<file path="config.mk">
export PLATFORM = sky130hd
export DESIGN_NAME = modular_exponentiation
export DESIGN_NICKNAME = d
export VERILOG_FILES = /design/src/rtl/mexp_pkg.sv /design/src/rtl/mexp_modmul.sv /design/src/rtl/modular_exponentiation.sv
export SDC_FILE = /design/constraint.sdc
export NUM_CORES = 2
export LEC_CHECK = 0
export BUFFER_PORTS_ARGS = -buffer_cell sky130_fd_sc_hd__buf_2
export CAP_MARGIN = 5
export CORE_MARGIN = 1
export CORE_UTILIZATION = 35
export CTS_BUF_LIST = sky130_fd_sc_hd__clkbuf_4 sky130_fd_sc_hd__clkbuf_8 sky130_fd_sc_hd__clkbuf_16
export DETAILED_ROUTE_END_ITERATION = 10
export PLACE_DENSITY = 0.57
export SLEW_MARGIN = 40
export SYNTH_ARGS = -nofsm -noshare
export SYNTH_HDL_FRONTEND = slang
export SYNTH_HIERARCHICAL = 1
export SYNTH_SLANG_ARGS = --single-unit
export TNS_END_PERCENT = 100
</file>
<file path="constraint.sdc">
create_clock -name clk_i -period 9.3 [get_ports clk_i]
set_clock_uncertainty 0.15 [all_clocks]
set_input_delay 0.93 -clock clk_i [delete_from_list [all_inputs] [get_ports clk_i]]
set_output_delay 0.93 -clock clk_i [all_outputs]
set_load 0.1 [all_outputs]
</file>
<file path="src/rtl/mexp_pkg.sv">
`timescale 1ns / 1ps
// ----------------------------------------------------------------------------
// mexp_pkg: shared definitions for the modular exponentiation block
// Modulus and Barrett constants, widths, state types and the handshake
// structs between the exponent sequencer and the modular multiplier.
// ----------------------------------------------------------------------------
package mexp_pkg;

  localparam int unsigned ValW      = 30;
  localparam int unsigned ExpWidth  = 32;
  localparam int unsigned InTdataW  = 64;
  localparam int unsigned OutTdataW = 32;
  localparam int unsigned MulW      = 31;
  localparam int unsigned ProdW     = 2 * MulW;
  localparam int unsigned RemW      = 32;

  localparam logic [ValW-1:0] Modulus    = 30'd1000000007;
  localparam logic [RemW-1:0] ModulusX1  = 32'd1000000007;
  localparam logic [RemW-1:0] ModulusX2  = 32'd2000000014;
  // floor(2^60 / modulus)
  localparam logic [MulW-1:0] BarrettMu  = 31'd1152921496;
  localparam logic [ValW-1:0] ValOne     = 30'd1;

  typedef enum logic [1:0] {
    CT_IDLE,
    CT_STEP,
    CT_WMUL,
    CT_WSQ
  } ctl_state_e;

  typedef enum logic [2:0] {
    MM_IDLE,
    MM_QEST,
    MM_QMUL,
    MM_SUB,
    MM_FIX
  } mm_state_e;

  typedef struct packed {
    logic            start;
    logic [ValW-1:0] op_a;
    logic [ValW-1:0] op_b;
  } mm_req_t;

  typedef struct packed {
    logic            done;
    logic [ValW-1:0] result;
  } mm_rsp_t;

endpackage

</file>
<file path="src/rtl/mexp_modmul.sv">
`timescale 1ns / 1ps
// ----------------------------------------------------------------------------
// mexp_modmul: modular multiplier with Barrett reduction
// One registered 31x31 multiplier is reused three times per product:
// a*b, quotient estimate, quotient times modulus; then subtract and fix.
// ----------------------------------------------------------------------------
module mexp_modmul (
  input  logic              clk_i,
  input  logic              rst_ni,
  input  mexp_pkg::mm_req_t req_i,
  output mexp_pkg::mm_rsp_t rsp_o
);

  mexp_pkg::mm_state_e state_q, state_d;

  logic [mexp_pkg::MulW-1:0]  mul_a, mul_b;
  logic [mexp_pkg::ProdW-1:0] prod_q, prod_d;
  logic [mexp_pkg::RemW-1:0]  xlo_q, xlo_d;
  logic [mexp_pkg::RemW-1:0]  rem_q, rem_d;
  logic [mexp_pkg::ValW-1:0]  res_q, res_d;
  logic                       done_q, done_d;

  assign prod_d = mul_a * mul_b;

  always_comb begin
    state_d = state_q;
    mul_a   = {1'b0, req_i.op_a};
    mul_b   = {1'b0, req_i.op_b};
    xlo_d   = xlo_q;
    rem_d   = rem_q;
    res_d   = res_q;
    done_d  = 1'b0;
    case (state_q)
      mexp_pkg::MM_IDLE: begin
        if (req_i.start) begin
          state_d = mexp_pkg::MM_QEST;
        end
      end
      mexp_pkg::MM_QEST: begin
        // (x >> 29) * mu
        mul_a   = prod_q[59:29];
        mul_b   = mexp_pkg::BarrettMu;
        xlo_d   = prod_q[mexp_pkg::RemW-1:0];
        state_d = mexp_pkg::MM_QMUL;
      end
      mexp_pkg::MM_QMUL: begin
        mul_a   = prod_q[61:31];
        mul_b   = {1'b0, mexp_pkg::Modulus};
        state_d = mexp_pkg::MM_SUB;
      end
      mexp_pkg::MM_SUB: begin
        // true remainder is below 3p < 2^32, so low bits suffice
        rem_d   = xlo_q - prod_q[mexp_pkg::RemW-1:0];
        state_d = mexp_pkg::MM_FIX;
      end
      mexp_pkg::MM_FIX: begin
        if (rem_q >= mexp_pkg::ModulusX2) begin
          res_d = mexp_pkg::ValW'(rem_q - mexp_pkg::ModulusX2);
        end else if (rem_q >= mexp_pkg::ModulusX1) begin
          res_d = mexp_pkg::ValW'(rem_q - mexp_pkg::ModulusX1);
        end else begin
          res_d = mexp_pkg::ValW'(rem_q);
        end
        done_d  = 1'b1;
        state_d = mexp_pkg::MM_IDLE;
      end
      default: begin
        state_d = mexp_pkg::MM_IDLE;
      end
    endcase
  end

  always_ff @(posedge clk_i or negedge rst_ni) begin
    if (!rst_ni) begin
      state_q <= mexp_pkg::MM_IDLE;
      done_q  <= 1'b0;
    end else begin
      state_q <= state_d;
      done_q  <= done_d;
    end
  end

  always_ff @(posedge clk_i) begin
    prod_q <= prod_d;
    xlo_q  <= xlo_d;
    rem_q  <= rem_d;
    res_q  <= res_d;
  end

  assign rsp_o.done   = done_q;
  assign rsp_o.result = res_q;

endmodule

</file>
<file path="src/rtl/modular_exponentiation.sv">
`timescale 1ns / 1ps
// ----------------------------------------------------------------------------
// modular_exponentiation: base^exponent mod 1000000007
// Right-to-left square and multiply over a shared Barrett modular multiplier.
//
// Usage:
//   Slave stream: one beat carries base_value and exponent. tready is high
//   only while the sequencer is idle; one beat is in flight at a time.
//   Master stream: one beat per input beat with power_result.
//   Each modular product runs on the shared multiplier. Per exponent bit
//   up to the highest set bit the sequencer squares, and first multiplies
//   the accumulator by the square when the bit is set.
//   A zero exponent returns 1.
//   The result sits in an output register; the next input beat is taken
//   while it waits. If the receiver stalls, the finished next result waits
//   in the sequencer until the output register frees.
//   Reset clears the sequencer and the output valid; no state is kept
//   between beats.
// ----------------------------------------------------------------------------
module modular_exponentiation #(
  parameter int unsigned EXP_WIDTH = mexp_pkg::ExpWidth
) (
  input  logic                              clk_i,
  input  logic                              rst_ni,
  input  logic                              s_axis_tvalid_i,
  output logic                              s_axis_tready_o,
  // [29:0] base_value, [61:30] exponent, [63:62] zero
  input  logic [mexp_pkg::InTdataW-1:0]     s_axis_tdata_i,
  output logic                              m_axis_tvalid_o,
  input  logic                              m_axis_tready_i,
  // [29:0] power_result, [31:30] zero
  output logic [mexp_pkg::OutTdataW-1:0]    m_axis_tdata_o
);

  localparam int unsigned ValW = mexp_pkg::ValW;

  mexp_pkg::ctl_state_e state_q, state_d;

  logic [ValW-1:0]      sq_q, sq_d;
  logic [ValW-1:0]      acc_q, acc_d;
  logic [EXP_WIDTH-1:0] exp_q, exp_d;
  logic                 out_valid_q, out_valid_d;
  logic [ValW-1:0]      out_data_q, out_data_d;
  logic [ValW-1:0]      in_base;
  logic [31:0]          in_exp;

  mexp_pkg::mm_req_t mm_req;
  mexp_pkg::mm_rsp_t mm_rsp;

  assign in_base = s_axis_tdata_i[29:0];
  assign in_exp  = s_axis_tdata_i[61:30];

  mexp_modmul u_modmul (
    .clk_i  (clk_i),
    .rst_ni (rst_ni),
    .req_i  (mm_req),
    .rsp_o  (mm_rsp)
  );

  always_comb begin
    state_d         = state_q;
    sq_d            = sq_q;
    acc_d           = acc_q;
    exp_d           = exp_q;
    out_valid_d     = out_valid_q;
    out_data_d      = out_data_q;
    mm_req          = '0;
    s_axis_tready_o = 1'b0;
    if (out_valid_q && m_axis_tready_i) begin
      out_valid_d = 1'b0;
    end
    case (state_q)
      mexp_pkg::CT_IDLE: begin
        s_axis_tready_o = 1'b1;
        if (s_axis_tvalid_i) begin
          sq_d    = (in_base >= mexp_pkg::Modulus) ? in_base - mexp_pkg::Modulus : in_base;
          exp_d   = EXP_WIDTH'(in_exp);
          acc_d   = mexp_pkg::ValOne;
          state_d = mexp_pkg::CT_STEP;
        end
      end
      mexp_pkg::CT_STEP: begin
        if (exp_q == '0) begin
          if (!out_valid_q || m_axis_tready_i) begin
            out_valid_d = 1'b1;
            out_data_d  = acc_q;
            state_d     = mexp_pkg::CT_IDLE;
          end
        end else if (exp_q[0]) begin
          mm_req.start = 1'b1;
          mm_req.op_a  = acc_q;
          mm_req.op_b  = sq_q;
          state_d      = mexp_pkg::CT_WMUL;
        end else begin
          mm_req.start = 1'b1;
          mm_req.op_a  = sq_q;
          mm_req.op_b  = sq_q;
          state_d      = mexp_pkg::CT_WSQ;
        end
      end
      mexp_pkg::CT_WMUL: begin
        if (mm_rsp.done) begin
          acc_d        = mm_rsp.result;
          mm_req.start = 1'b1;
          mm_req.op_a  = sq_q;
          mm_req.op_b  = sq_q;
          state_d      = mexp_pkg::CT_WSQ;
        end
      end
      mexp_pkg::CT_WSQ: begin
        if (mm_rsp.done) begin
          sq_d    = mm_rsp.result;
          exp_d   = exp_q >> 1;
          state_d = mexp_pkg::CT_STEP;
        end
      end
      default: begin
        state_d = mexp_pkg::CT_IDLE;
      end
    endcase
  end

  always_ff @(posedge clk_i or negedge rst_ni) begin
    if (!rst_ni) begin
      state_q     <= mexp_pkg::CT_IDLE;
      out_valid_q <= 1'b0;
    end else begin
      state_q     <= state_d;
      out_valid_q <= out_valid_d;
    end
  end

  always_ff @(posedge clk_i) begin
    sq_q       <= sq_d;
    acc_q      <= acc_d;
    exp_q      <= exp_d;
    out_data_q <= out_data_d;
  end

  assign m_axis_tvalid_o = out_valid_q;
  assign m_axis_tdata_o  = {2'b00, out_data_q};

endmodule

</file>
# ---- Word level (Yosys, flattened, before mapping)
# Cells that the tools add are included.
dict set report word_totals {
  register_bits 285
  latchBits 0
  ramBits 0
  rom_bits 0
  inputBits 68
  output_inout_bits 34
  memories 0
}
dict set report classes {
  n_addsub 4
  n_mul 1
  div 0
  magnitude_cmp 3
  n_eq_ne 12
  shifts 0
  mux 32
  n_bitwise 0
  n_reduce_logical 12
}
# op count
set op_table {}
lappend op_table {{30-bit 2-to-1 mux} 6}
lappend op_table {{31-bit case mux with 2 select lines} 2}
lappend op_table {{61-bit 2-to-1 mux} 2}
lappend op_table {{61-bit case mux with 2 select lines} 1}
lappend op_table {{30-bit case mux with 2 select lines} 2}
lappend op_table {{30-bit subtractor (second input constant)} 3}
lappend op_table {{32-bit 2-to-1 mux} 2}
lappend op_table {{32-bit case mux with 2 select lines} 1}
lappend op_table {{31-bit by 31-bit multiplier with 62-bit output} 1}
lappend op_table {{60-bit 2-to-1 mux} 1}
lappend op_table {{32-bit by 30-bit >= comparator with 1-bit output (second input constant)} 1}
lappend op_table {{32-bit by 31-bit >= comparator with 1-bit output (second input constant)} 1}
lappend op_table {{32-bit logical NOT} 1}
lappend op_table {{32-bit subtractor} 1}
lappend op_table {{30-bit >= comparator (second input constant)} 1}
lappend op_table {{3-bit case mux with 4 select lines} 1}
lappend op_table {{2-bit 2-to-1 mux} 5}
lappend op_table {{3-bit AND reduction} 3}
lappend op_table {{2-bit case mux with 4 select lines} 1}
lappend op_table {{1-bit 2-to-1 mux} 7}
lappend op_table {{3-bit by 2-bit equality test with 1-bit output (second input constant)} 2}
lappend op_table {{2-bit equality test (second input constant)} 2}
lappend op_table {{2-bit by 1-bit inequality test with 1-bit output (second input constant)} 2}
lappend op_table {{2-bit inequality test (second input constant)} 2}
lappend op_table {{other kinds (12)} 13}

# ---- Logic depth before layout (Yosys ltp)
dict set report depth {
  ltp_word 5
  mapped_depth 37
  depth_no_buf 35
}

# ---- Cells and area by module
# The synthesis kept the hierarchy.
# module n_inst cells_per_inst area_per_inst_um2 seq_area_each_um2
set by_module_without_submodules {}
lappend by_module_without_submodules {mexp_modmul 1 4267 38127.8 4164.0}
lappend by_module_without_submodules {modular_exponentiation 1 524 6366.1 3738.6}

# ---- Worst setup path after synthesis
# OpenSTA, ideal clock, no wires.
dict set report synth_timing {
  path_kind {flip-flop to flip-flop}
  start {register exp_q[0]}
  end {register u_modmul/prod_q[52] in the netlist's numbering}
  setup_time_ps 120
  arrival_ps 9131
  t_required_ps 9030
  slack_ps -102
  path_stages_with_launch 33
  path_buffers 2
  period_less_slack_ps 9402
  cell_sequence {edfxtp_1 -> nor4_1 -> nand4_1 -> o21ai_0 -> o21ai_0 -> clkbuf_1 -> a22oi_1 -> nor2b_1 -> a221oi_1 -> clkbuf_1 -> nor2_1 -> fa_1 -> fa_1 -> fa_1 -> inv_1 -> fa_1 -> inv_1 -> fa_1 -> fa_1 -> fa_1 -> inv_1 -> fa_1 -> inv_1 -> ha_1 -> nand4_1 -> nor3_1 -> nand4b_1 -> and3b_1 -> a21o_1 -> o41a_1 -> o211ai_1 -> a21boi_0 -> xnor2_1}
}
# item line
set synth_lines {}
lappend synth_lines {{start, declared} modular_exponentiation.sv:41} ;# logic [EXP_WIDTH-1:0] exp_q, exp_d;
lappend synth_lines {{start signal, assigned} modular_exponentiation.sv:136} ;# exp_q <= exp_d;
lappend synth_lines {{end signal, assigned} mexp_modmul.sv:84} ;# prod_q <= prod_d;
lappend synth_lines {{end, declared} mexp_modmul.sv:17} ;# logic [mexp_pkg::ProdW-1:0] prod_q, prod_d;

==> out/results.tsv <==
metric	value	unit
status	finished, violations left	
violations	setup timing	
ir_worst_vdd	94.1	uV
clockBufferDepth	3	
setup_violations	4	
dp_cells	6820	
htree_levels	2	
p_seq_share	47.9	%
period_needed	9350	ps
drt_iter0_drc	3141	
p_clk_share	49.7	%
finalHoldViolCount	0	
arrival	9640	ps
fin_util	42.9	%
hpwl	136	mm
drc	0	
final_cell_mix	inv_1, fa_1, nand2_1	
min_path_type	in2async	
slew_violations	0	
wl_met1	67.0	mm
crit_family	adder cells	
antenna_found_initial	3	
syn_area_per_cell	9.29	sq um
reg2reg_slack	-50	ps
postSynth.asyncResetShare	2.46	%
power	0.00283	W
finalCritPeriodShare	101	%
crit_fanout	7	
cts.sinks	285	
syn_inst	4791	
slowest_stage	fa_2	
grt.overflow.total	0	
drv_cap	0	
worst_slew_pin_slew	849	ps
path_buf_inv	10	
synth_area	44500	sq um
critPathLaunchType	register	
cts_buffers	34	
start_util	35.3	%
fp.dieH	359	um
cts_root_buffer	clkbuf_16	
first_pass_iters	5	
fin_nets	6481	
p_leak	25.1	nW
routed_via_density	5.20	
gp_congestion	1.03	
dieArea	129000	sq um
via_count	36200	
whs	86.2	ps
clk_pin_slew	70	ps
p_per_area	52.4	nW/um^2
io_buffers	97	
final_cells	6958	
top_layer	met5	
slew-limit-headroom	43.3	%
fmax	0.107	GHz
switchingPower	0.000600	W
grtUsageTotal	25.5	%
crit_top_cell	fa_1	
end_kind	register	
grt_first_pass_wirelength	240	mm
drive_gt1_share	20.1	%
routed-wl-met3	14.3	mm
grt_max_degree	88	
synth_cell_types	88	
io-pin-count	102	
ctsHoldBuffers	0	
p_comb_share	2.4	%
slowest_delay	670	ps
grt_pass1_vias	37100	
wl_met2	73.3	mm
ant_nets	0	
rsz0062_at_grt	true	
nFillCells	12300	
final_common_cell	inv_1	
synth_seq_cells	285	
coreArea	126000	sq um
synth_edf_count	216	
crit_type	reg2reg	
wl_per_cell	23.3	um
fin_setup_tns	-135	ps
switching_share	21.2	%
synth_top_flop_cell	edfxtp_1	
setup_slack	-47.1	ps
dieWidth	359	um
p_int	0.00223	W
rows	130	
syn_to_final_growth	21.5	%
yosysWarnings	6	
drt_wl_total	162	mm
cts_tree	done	
cp.required	9590	ps
clk_latency	550	ps
ys_seq_area_share	17.8	%
-- sequential cells by signal (all words and copies together), names as in the netlist --
register,cells
u_modmul/prod_q,62
exp_q,32
u_modmul/rem_q,32
u_modmul/xlo_q,32
acc_q,30
out_data_q,30
sq_q,30
u_modmul/res_q,30
u_modmul/state_q,3
state_q,2
m_axis_tvalid_o,1
u_modmul/done_q,1
-- worst paths after layout --
kind                                                  start                               to  cells past startpoint
worst min-delay path                                 rst_ni  u_modmul/state_q[0]$_DFFE_PN0P_                      1
worst max register to register           exp_q[3]$_DFFE_PP_      u_modmul/prod_q[38]$_DFF_P_                     35
max in group asynchronous                            rst_ni           state_q[0]$_DFFE_PN0P_                      1
worst min register to register  u_modmul/prod_q[11]$_DFF_P_     u_modmul/xlo_q[11]$_DFFE_PN_                      0
worst max-delay path                     exp_q[3]$_DFFE_PP_      u_modmul/prod_q[38]$_DFF_P_                     35
min in group clk_i              u_modmul/prod_q[11]$_DFF_P_     u_modmul/xlo_q[11]$_DFFE_PN_                      0
-- power groups by stage --
| stage | Clock, W | Sequential, W | Combinational, W |
|---|---|---|---|
| after floorplan | 0 | 0.00138 | 0.0000355 |
| after global placement | 0 | 0.00138 | 0.0000665 |
| after detailed placement | 0 | 0.00138 | 0.0000675 |
| after CTS | 0.00144 | 0.00135 | 0.0000681 |
| after global routing | 0.00150 | 0.00135 | 0.0000751 |
| final | 0.00141 | 0.00135 | 0.0000683 |
-- Yosys cell counts, drive strengths merged, types with 27 or more instances --
cell type,number,area (sq um)
a21o,48,360
xor2,44,385
nor3,31,160
and3,35,219
o21a,27,203
nand2,599,2260
nor2b,47,294
and2,98,613
o21ai,104,524
a21oi,145,726
xnor2,82,718
nand4,35,219
a22oi,44,330
fa,838,16800
ha,294,3680
inv,905,3400
mux2,35,394
dfxtp,62,1240
nand3,29,145
edfxtp,216,6490
nor2,574,2160
clkbuf,203,762
-- kinds of logic after synthesis --
family | share of synthesized area (%)
AO/OA/AOI/OAI | 8.16
XOR/XNOR | 2.48
adder cells (fa/ha/maj) | 46.0
buffers and inverters | 9.60
flip-flops | 17.8
multiplexers | 1.04
other | 0.0253
AND/OR/NAND/NOR | 15.0
-- repair_timing --
| action | in CTS | in global routing |
|---|---|---|
| endpoints found under the setup margin | 40 | 36 |
| resized for setup | 169 | 201 |
| buffers inserted | 37 | 33 |
| pin swaps | 97 | 79 |
| cloned | 5 | 3 |
-- area by class of cell --
type                       count  area, sq um  share of cell area [%]
multi-input combinational   3381        33800                    62.6
sequential                   285         7900                    14.6
timing repair buffer         673         5660                    10.5
inverter                     906         3400                    6.30
tap                         1650         2060                    3.82
clock buffer                  50         1060                    1.95
clock inverter                12          139                   0.257
antenna                        1         2.50                 0.00463
-- per-layer routing --
| metal | vias to the layer above | GRT usage (%) |
|---|---|---|
| li1 | 15900 | - |
| met1 | 18500 | 34.3 |
| met2 | 1519 | 40.2 |
| met3 | 298 | 5.34 |
| met4 | 4 | 10.1 |
| met5 | - | 0 |
-- metrics by stage --
stage          instance area [sq um]  setup slack [ps]
3_5_place_dp                   50700              -726
5_1_grt                        54000              -348
4_1_cts                        53000             -16.2
6_report                       54000             -47.1
3_3_place_gp                   50700              -687
2_1_floorplan                  44500              80.2
(Power assumes the default switching activity.)
